### src/design/iis_pkg.sv
// Shared types and constants of the integral image stream core.
package iis_pkg;

    // Fixed widths and sizes: channel count, pixel and result words, configuration fields and counters.
    localparam int NUM_CH     = 4;
    localparam int PIXEL_BITS = 8;
    localparam int SUM_W      = 32;
    localparam int CFG_W      = 13;
    localparam int CFG_IDX_W  = 2;
    localparam int CCNT_W     = 3;
    localparam int ROW_W      = 12;
    localparam int MAX_HEIGHT = 4096;

    // Configuration register indexes.
    localparam logic [CFG_IDX_W-1:0] CFG_IDX_WIDTH    = 2'd0;
    localparam logic [CFG_IDX_W-1:0] CFG_IDX_HEIGHT   = 2'd1;
    localparam logic [CFG_IDX_W-1:0] CFG_IDX_CHANNELS = 2'd2;

    // Register values after reset.
    localparam logic [CFG_W-1:0]  RST_WIDTH    = 13'd640;
    localparam logic [CFG_W-1:0]  RST_HEIGHT   = 13'd480;
    localparam logic [CCNT_W-1:0] RST_CHANNELS = 3'd1;

    typedef struct packed {
        logic [PIXEL_BITS-1:0] sample_ch0;
        logic [PIXEL_BITS-1:0] sample_ch1;
        logic [PIXEL_BITS-1:0] sample_ch2;
        logic [PIXEL_BITS-1:0] sample_ch3;
    } t_in_word;

    typedef struct packed {
        logic [SUM_W-1:0] area_sum_ch0;
        logic [SUM_W-1:0] area_sum_ch1;
        logic [SUM_W-1:0] area_sum_ch2;
        logic [SUM_W-1:0] area_sum_ch3;
        logic             row_end;
        logic             frame_end;
    } t_out_word;

    // Position flags of one pixel, produced by the position counters.
    typedef struct packed {
        logic first_row;
        logic row_end;
        logic frame_end;
    } t_pos_flags;

endpackage

### src/design/iis_ctrl.sv
// Configuration registers and the column and row counters of the pixel stream.
module iis_ctrl import iis_pkg::*; #(
    parameter int MAX_WIDTH    = 4096,
    parameter int MAX_CHANNELS = 4,
    localparam int COL_W       = $clog2(MAX_WIDTH)
) (
    input  logic                 i_clk,
    input  logic                 i_rst_n,
    input  logic                 i_cfg_we,
    input  logic [CFG_IDX_W-1:0] i_cfg_index,
    input  logic [CFG_W-1:0]     i_cfg_data,
    input  logic                 i_accept,
    output logic [COL_W-1:0]     o_col,
    output t_pos_flags           o_flags,
    output logic [NUM_CH-1:0]    o_ch_en
);

    localparam int WCNT_W = $clog2(MAX_WIDTH + 1);

    logic [CFG_W-1:0]  r_width;
    logic [CFG_W-1:0]  r_height;
    logic [CCNT_W-1:0] r_channels;
    logic [COL_W-1:0]  r_col;
    logic [ROW_W-1:0]  r_row;

    logic [WCNT_W-1:0] w_eff;
    logic [CFG_W-1:0]  h_eff;
    logic [CCNT_W-1:0] cc_eff;
    logic [COL_W-1:0]  col;
    logic              last_col;
    logic              last_row;

    // Configuration writes.
    always_ff @(posedge i_clk) begin
        if (!i_rst_n) begin
            r_width    <= RST_WIDTH;
            r_height   <= RST_HEIGHT;
            r_channels <= RST_CHANNELS;
        end else if (i_cfg_we) begin
            case (i_cfg_index)
                CFG_IDX_WIDTH:    r_width    <= i_cfg_data;
                CFG_IDX_HEIGHT:   r_height   <= i_cfg_data;
                CFG_IDX_CHANNELS: r_channels <= i_cfg_data[CCNT_W-1:0];
                default: ;
            endcase
        end
    end

    // Out-of-range register values are pulled into range: zero acts as one.
    always_comb begin
        if (r_width == '0) begin
            w_eff = WCNT_W'(1);
        end else if (32'(r_width) > 32'(MAX_WIDTH)) begin
            w_eff = WCNT_W'(MAX_WIDTH);
        end else begin
            w_eff = WCNT_W'(r_width);
        end

        if (r_height == '0) begin
            h_eff = CFG_W'(1);
        end else if (32'(r_height) > 32'(MAX_HEIGHT)) begin
            h_eff = CFG_W'(MAX_HEIGHT);
        end else begin
            h_eff = r_height;
        end

        if (r_channels == '0) begin
            cc_eff = CCNT_W'(1);
        end else if (32'(r_channels) > 32'(MAX_CHANNELS)) begin
            cc_eff = CCNT_W'(MAX_CHANNELS);
        end else begin
            cc_eff = r_channels;
        end
    end

    // A column counter at or past the row end is treated as the last column.
    always_comb begin
        if (WCNT_W'(r_col) >= w_eff) begin
            col = COL_W'(w_eff - WCNT_W'(1));
        end else begin
            col = r_col;
        end
        last_col = (WCNT_W'(col) + WCNT_W'(1)) >= w_eff;
        last_row = ({1'b0, r_row} + CFG_W'(1)) >= h_eff;
    end

    always_comb begin
        for (int i = 0; i < NUM_CH; i++) begin
            o_ch_en[i] = CCNT_W'(i) < cc_eff;
        end
    end

    assign o_col             = col;
    assign o_flags.first_row = (r_row == '0);
    assign o_flags.row_end   = last_col;
    assign o_flags.frame_end = last_col && last_row;

    // Position counters advance on every accepted word.
    always_ff @(posedge i_clk) begin
        if (!i_rst_n) begin
            r_col <= '0;
            r_row <= '0;
        end else if (i_accept) begin
            if (last_col) begin
                r_col <= '0;
                r_row <= last_row ? '0 : r_row + ROW_W'(1);
            end else begin
                r_col <= col + COL_W'(1);
            end
        end
    end

endmodule

### config.mk
export PLATFORM = sky130hd
export DESIGN_NAME = iis_ctrl
export DESIGN_NICKNAME = d
export VERILOG_FILES = /design/src/design/iis_pkg.sv /design/src/design/iis_ctrl.sv
export SDC_FILE = /design/constraint.sdc
export NUM_CORES = 1
export LEC_CHECK = 0
export BUFFER_PORTS_ARGS = -buffer_cell sky130_fd_sc_hd__buf_2
export CAP_MARGIN = 20
export CORE_MARGIN = 2
export CORE_UTILIZATION = 50
export CTS_CLUSTER_SIZE = 24
export DETAILED_ROUTE_END_ITERATION = 6
export PLACE_DENSITY = 0.69
export SYNTH_ARGS = -nofsm -noshare
export SYNTH_HDL_FRONTEND = slang
export SYNTH_SLANG_ARGS = --single-unit
### constraint.sdc
create_clock -name i_clk -period 10.9 [get_ports i_clk]
set_input_delay 1.09 -clock i_clk [delete_from_list [all_inputs] [get_ports i_clk]]
set_output_delay 1.09 -clock i_clk [all_outputs]
set_load 0.05 [all_outputs]
-- Word-level counts from Yosys, hierarchy flattened
Index checks and enable logic that the tools add are counted.
- magnitude comparators: 10
- multiplexer cells: 9
- eq/ne operators: 2
- reduce and logical (&&, ||, !) cells: 10
- add/subtract/negate cells: 5
- operator list (cell ; count):
    two-way mux 13 bit ; 4
    two-way mux 12 bit ; 3
    adder 12 x 1 -> 13 bit, second input constant ; 2
    greater-or-equal comparator 13 bit ; 2
    > comparator 13 bit, second input constant ; 2
    zero test 13 bit ; 2
    adder 12 x 1 -> 12 bit, second input constant ; 2
    greater-or-equal comparator 12 x 13 -> 1 bit ; 1
    zero test 12 bit ; 1
    subtractor 12 x 1 -> 12 bit, second input constant ; 1
    AND reduction 2 bit ; 4
    < comparator 1 x 3 -> 1 bit, first input constant ; 2
    < comparator 2 x 3 -> 1 bit, first input constant ; 2
    two-way mux 3 bit ; 2
    > comparator 3 bit, second input constant ; 1
    zero test 3 bit ; 1
    equality test 2 x 1 -> 1 bit, second input constant ; 1
    equality test 2 bit, second input constant ; 1
    zero test 2 bit ; 1
    logical AND 1 bit ; 1
- input bits: 19
- word-level logic and storage cells: 41
- output and inout port bits: 19
- register bits after elaboration: 53

-- Depth between registers and ports, before layout
Gate-level depths: netlist (run 1).
- word-level depth: 8
- mapped depth: 29
- mapped depth without buffers: 25

-- Worst setup path before layout (run 1)
OpenSTA, ideal clock, no wires.
- path kind: register -> output
- start: reg r_width[3]
- end: out o_flags[0] (netlist bit)
- cell stages (with the launch flop): 26
- arrival time: 6614 ps
- slack: 3196 ps
- path buffers: 4
- cell sequence: dfxtp_1 -> buf_6 -> or4_4 -> o31ai_4 -> nand2_1 -> ha_1 -> nand4_1 -> nor2_1 -> a2111oi_2 -> nor2_1 -> clkbuf_1 -> buf_2 -> a21oi_1 -> ha_1 -> clkbuf_1 -> inv_1 -> or3_1 -> xnor2_1 -> nand2_1 -> nand2_1 -> ha_1 -> nand4_1 -> or3_1 -> a31oi_1 -> nor2_1 -> nor2_1
- RTL lines (element ; line ; text):
    from (decl) ; iis_ctrl.sv:20 ; logic [CFG_W-1:0] r_width;
    from (signal assigned) ; iis_ctrl.sv:41 ; CFG_IDX_WIDTH: r_width <= i_cfg_data;
    to (decl) ; iis_ctrl.sv:14 ; output t_pos_flags o_flags,

==> results_dict.tcl, run 1 <==
set metrics [dict create \
    status "complete, no violations" \
    synth_cell_types 63 \
    track_usage 0.251 \
    cts_tree "built" \
    ctsResizeCount 0 \
    timing.final.crit_period_ns 7.07 \
    dp_hpwl_mm 8.25 \
    placedCellCount 647 \
    dieWidth_um 93.5 \
    slew_violations 0 \
    drt-wirelength-per-cell_um 16.1 \
    layout_common_cells "nand2_1 (109), dfxtp_1 (53), a21oi_1 (47)" \
    clockBufferDepth 2 \
    start_util 0.518 \
    finalSetupViolCount 0 \
    pin_count 38 \
    fin_area_mm2 0.00436 \
    critPathCaptureType "primary output" \
    synth_compound_area_frac 0.209 \
    hold_viol_final 0 \
    synth-adder-area-share 0.131 \
    antenna_found_initial 0 \
    p_leak_uw 0.00188 \
    vias 3921 \
    synth_nets 591 \
    ant_nets 0 \
    layout_commonest_cell "nand2_1" \
    hp-class "flop to flop" \
    synth_area_leaders "dfxtp_1 (27%), ha_1 (13%), nand2_1 (10%), a21oi_1 (5.9%), nor2_1 (3.1%)" \
    drt-vias-per-instance 5.98 \
    yosys.area.top_type_share 0.265 \
    ctsHoldBuffers 0 \
    cp_max_fo 29 \
    crit_type "flop to primary output" \
    htreeDepth 2 \
    post_cts_buffers 0 \
    postSynthAreaPerCell_um2 7.55 \
    cts_made_buffers 5 \
    crit_required_ns 9.81 \
    cts_sinks 53 \
    grt_pass1_wl_mm 17.7 \
    nets 614 \
    std_cell_rows 32 \
    holdWs_ns 0.485 \
    ir_drop_uv 93.3 \
    async_flop_share 0 \
    fillers 725 \
    synth-xor-area-share 0.0456 \
    arrival_ns 5.98 \
    final_cells 656 \
    synthMuxAreaShare 0.0231 \
    synth_ff_type "dfxtp_1" \
    drt_iter0_drc 261 \
    power_density_mw_per_mm2 105 \
    max-cap-violations 0 \
    firstDrtPassIters 5 \
    synth_seq_area_share 0.265 \
    r2r_cells 25 \
    dieHeight_um 93.5 \
    netlist_area_mm2 0.00400 \
    path_clk_slew_ns 0.10 \
    antenna_cells 0 \
    clock-root-buffer "clkbuf_8" \
    wl_mm 10.6 \
    max_slew_margin 0.469 \
    syn_to_final_growth_pct 8.82 \
    die-area_mm2 0.00874 \
    yosys.area.top_type "dfxtp_1" \
    hold_path_depth 2 \
    tns_ns 0 \
    clock_skew_ns 0.0172 \
    rsz0062_at_grt "false" \
    yosysWarnings 0 \
    coreArea_mm2 0.00773 \
    netlist_instances 530 \
    synth_edf_count 0 \
    place_congestion 0.982 \
    port_buffers 36 \
    drc 0 \
    ys_seq_elements 53 \
    yosys.area_share.simple 0.279 \
    clk_latency_ns 0.32 \
    dpl_cell_area_mm2 0.00423 \
    tightest_slew_ns 0.790 \
    grt_max_degree 40 \
    grt_pass1_vias 3611 \
    drive_above_1_share 0.126 \
    critPathLaunchType "flop" \
    gr-total-overflow 0 \
    fmax_mhz 141 \
    finalCritPeriodShare 0.649 \
    synth_top_family_by_area "simple AND/OR/NAND/NOR gates" \
]
## synth_stat cells, types with 2 or more instances
| cell | n |
|---|---|
| nor4_1 | 9 |
| nor2_1 | 33 |
| o21a_1 | 7 |
| o21ai_1 | 5 |
| nand2_1 | 109 |
| or4_1 | 2 |
| o31ai_1 | 2 |
| o211ai_1 | 5 |
| o21ai_0 | 13 |
| nand3_1 | 22 |
| inv_1 | 18 |
| ha_1 | 42 |
| xor2_1 | 6 |
| mux2i_1 | 7 |
| nor3b_1 | 3 |
| a21o_1 | 6 |
| a21oi_1 | 47 |
| a31oi_1 | 3 |
| nor3_1 | 9 |
| clkbuf_1 | 20 |
| and2_1 | 2 |
| and3_1 | 7 |
| a22oi_1 | 5 |
| buf_2 | 2 |
| nor2b_1 | 6 |
| xnor2_1 | 13 |
| dfxtp_1 | 53 |
| mux2_2 | 2 |
| o22ai_1 | 7 |
| nand4_1 | 4 |
| or2_2 | 6 |
| a22o_1 | 8 |
| o31a_1 | 2 |
| or4_4 | 2 |
| buf_4 | 2 |
| or3_1 | 13 |
| a211oi_1 | 2 |
## metal layers
metal	GRT usage	wire (µm)	vias up	share of wire
li1	-	-	1933	-
met1	0.345	4930	1829	0.47
met2	0.412	4830	144	0.46
met3	0.0379	628	15	0.059
met4	0.0662	172	0	0.016
met5	0	0	-	0
## final cells by class
class / instances / area, µm² / area share
clock buffers: 7 / 86.3 / 0.0198
clock inverters: 1 / 30.0 / 0.00689
inverters: 19 / 71.3 / 0.0164
multi-input cells: 433 / 2760 / 0.634
flip-flops and latches: 53 / 1060 / 0.244
well taps: 102 / 128 / 0.0293
repair buffers: 41 / 218 / 0.0500
## kinds of logic after synthesis
family | count (synthesis)
other cells | 1
mux | 9
simple gates | 236
fa+ha+maj | 42
compound gates | 125
xor+xnor | 20
flops | 53
buf+inv | 44
## critical path: stages (launching register included)
cell	delay (ns)
dfxtp_1	0.38
or4_4	0.60
o31ai_4	0.38
nand2_1	0.13
ha_1	0.31
nand4_1	0.12
nor2_1	0.15
a2111oi_2	0.11
nor2_2	0.20
buf_4	0.33
nor2_1	0.07
a21oi_1	0.20
ha_1	0.34
inv_1	0.09
or3_1	0.39
xnor2_1	0.13
nand2_1	0.09
nand2_1	0.06
ha_1	0.29
nand4_1	0.11
or3_1	0.37
a31oi_1	0.26
nor2_1	0.13
nor2_1	0.14
buf_2	0.28
## flip-flops by register name (all words and copies together) (netlist names)
name,cells
r_row,12
r_col,12
r_height,13
r_width,13
r_channels,3
## where the power goes
part	internal [µW]	switching [µW]	total (µW)	leakage [µW]
combinational	37.3	69.1	106	0.00139
clock	75.0	68.6	144	0.0000585
sequential	199	8.49	208	0.000430
## metrics by stage
step	power, µW	utilization	setup slack, ns
finish	458	0.564	3.83
detailed placement	317	0.548	4.21
floorplan	288	-	3.20
global placement	316	0.548	4.31
CTS	458	0.563	3.85
global route	479	0.564	3.37
## worst paths after layout
kind | start | end | slack (ns)
max | r_width[7] | o_flags[0] | 3.83
min | r_height[10] | r_height[10] | 0.49
max reg2reg | r_width[7] | r_row[7] | 4.59
min reg2reg | r_height[10] | r_height[10] | 0.49
(Power assumes the default switching activity.)
==> run 2, diff against run 1 <==
ABC_AREA = 1   (was default)
PLACE_DENSITY = 0.72   (was 0.69)
clock period = 5.8 ns   (was 10.9 ns; I/O delays follow)
==> run 2 against run 1 <==
Highest routed layer unchanged. Cell count rose by 14%. Core utilization fell by 1.0 points. Register-to-register slack got worse by 4.1 ns. Sequential share of layout area fell by 1.0 points. Worst setup slack got worse by 3.6 ns. Flip-flop and latch count did not move. Clock-buffer cell count fell by 1. Critical endpoint unchanged. Area after synthesis rose by 5.4%. Non-clock buffer count rose by 2. Global-route usage fell by 0.78 points. First-iteration DRC count fell by 15%.
==> results_dict.tcl, run 2 <==
set metrics [dict create \
    synth_area_leaders "dfxtp_1 (25%), ha_1 (12%), nand2_1 (11%), nor2_1 (6.6%), a21oi_1 (5.5%)" \
    cts_made_buffers 5 \
    yosys.area.top_type_share 0.251 \
    ant_nets 0 \
    path_clk_slew_ns 0.10 \
    antenna_cells 0 \
    finalSetupViolCount 0 \
    grt_max_degree 43 \
    met1_usage 0.332 \
    max_slew_margin 0.274 \
    max_stage_delay_ns 0.42 \
    synthMuxAreaShare 0 \
    top_regs "r_height (13), r_width (13)" \
    synth-xor-area-share 0.0249 \
    pre_cts_ws_ns 0.510 \
    min-delay-start "r_channels[1]" \
    placedCellCount 736 \
    grtUsageMet3 0.0337 \
    fin_ws_ns 0.222 \
    max-cap-violations 0 \
    synth_cell_types 49 \
    synth-adder-area-share 0.125 \
    timing.rr.start "r_width[1]" \
    synth_most_common_cell "nand2_1" \
    coreArea_mm2 0.00822 \
    arrival_ns 5.00 \
    dieWidth_um 95.9 \
    crit_required_ns 5.22 \
    ys_seq_elements 53 \
    track_usage 0.244 \
    netlist_instances 613 \
    clock_skew_ns 0.0141 \
    cts_sinks 53 \
    use_met2 0.406 \
    htreeDepth 2 \
    wl_mm 10.6 \
    hold_viol_final 0 \
    clockBufferDepth 2 \
    std_cell_rows 33 \
    pin_count 38 \
    crit_path_frequent_cell "nand2_2" \
    drive_above_1_share 0.173 \
    drc 0 \
    critPathCaptureType "primary output" \
    ctsHoldBuffers 0 \
    layout_commonest_cell "nand2_1" \
    synth_nets 674 \
    fin_area_mm2 0.00455 \
    gr-total-overflow 0 \
    postSynthAreaPerCell_um2 6.88 \
    grt_pass1_wl_mm 17.8 \
    netlist_area_mm2 0.00422 \
    antenna_found_initial 0 \
    yosys.area.top_type "dfxtp_1" \
    cpMaxStageDelayCell "ha_2" \
    yosysWarnings 0 \
    tightest_slew_ns 1.08 \
    synth_top_family_by_area "simple AND/OR/NAND/NOR gates" \
    crit_type "flop to primary output" \
    crit_start "r_width[1]" \
    tns_ns 0 \
    clock-root-buffer "clkbuf_8" \
    yosys.area_share.simple 0.361 \
    slew_violations 0 \
    hp-class "flop to flop" \
    place_congestion 0.894 \
    vias 4068 \
    synth_compound_area_frac 0.142 \
    start_util 0.513 \
    port_buffers 36 \
    async_flop_share 0 \
    drt-vias-per-instance 5.44 \
    synth_edf_count 0 \
    clk_latency_ns 0.32 \
    dp_hpwl_mm 8.39 \
    layout_common_cells "nand2_1 (119), nor2_1 (74), inv_1 (59)" \
    critPathLaunchType "flop" \
    nets 703 \
    drt_iter0_drc 223 \
    fmax_mhz 179 \
    cp_max_fo 15 \
    dieHeight_um 95.9 \
    top_usage_layer "met2" \
    cts_tree "built" \
    final_cells 748 \
    finalCritPeriodShare 0.962 \
    grt_pass1_vias 3692 \
    drt-wirelength-per-cell_um 14.2 \
    syn_to_final_growth_pct 7.74 \
    synth_seq_area_share 0.251 \
    dpl_cell_area_mm2 0.00441 \
    synth_ff_type "dfxtp_1" \
    firstDrtPassIters 4 \
    status "complete, no violations" \
    timing.final.crit_period_ns 5.58 \
    synthTopCellsByCount "nand2_1 (119), nor2_1 (74), inv_1 (59)" \
    die-area_mm2 0.00919 \
]
-- run 2: changes by cell type after synthesis, sizes merged, moves of 7 or more --
cell,before,now
nand4,4,16
nand3,22,46
nand2,109,137
xnor2,14,2
o21ai,18,47
inv,19,66
a22o,8,0
mux2i,7,0
or3,14,0
and3,7,0
clkbuf,20,13
nor2,33,89
o22ai,7,0
-- run 2: through the flow --
stage | hold WS [ns] | utilization
floorplan | 0.430 | -
global placement | 0.450 | 0.537
detailed placement | 0.457 | 0.537
CTS | 0.475 | 0.549
global route | 0.493 | 0.553
finish | 0.470 | 0.553
-- run 2: layout make-up --
cell class | count | area [µm²]
sequential | 53 | 1060
multi-input combinational | 470 | 2760
clock buffer | 6 | 82.6
inverter | 69 | 263
timing repair buffer | 43 | 233
tap | 105 | 131
clock inverter | 2 | 17.5
fill | 784 | 3670
-- run 2: critical path, delay by kind of cell, from the launching register on --
family	cells	cell delay, ns
and+or+nand+nor	19	2.14
buffers and inverters	5	0.82
adders and majority gates	2	0.71
AOI/OAI and AO/OA	3	0.62
DFF	1	0.36
-- run 2: per-layer routing --
metal	share of wire	wire, µm
met5	0	0
met1	0.47	4990
met2	0.47	4980
met3	0.049	519
met4	0.015	158
-- run 2: kinds of logic after synthesis --
kind of cell | Yosys count
fa+ha+maj | 42
other cells | 1
simple gates | 307
xor+xnor | 12
flops | 53
compound gates | 108
buf+inv | 90
-- run 2: timing repair --
action,4_1_cts,5_1_grt
setup buffers,0,4
resized for setup,0,1
setup endpoints to repair,0,14
-- run 2: path summary, 6_finish.rpt --
kind	cells after the start	to	slack, ns
setup / recovery	29	o_flags[0]	0.22
hold / removal	2	r_channels[1]	0.47
setup reg to reg	30	r_row[5]	0.53
hold reg to reg	2	r_channels[1]	0.47
Power of run 2 is not shown: default switching activity piles up to over one toggle a cycle in this logic, so the estimate is an artifact.
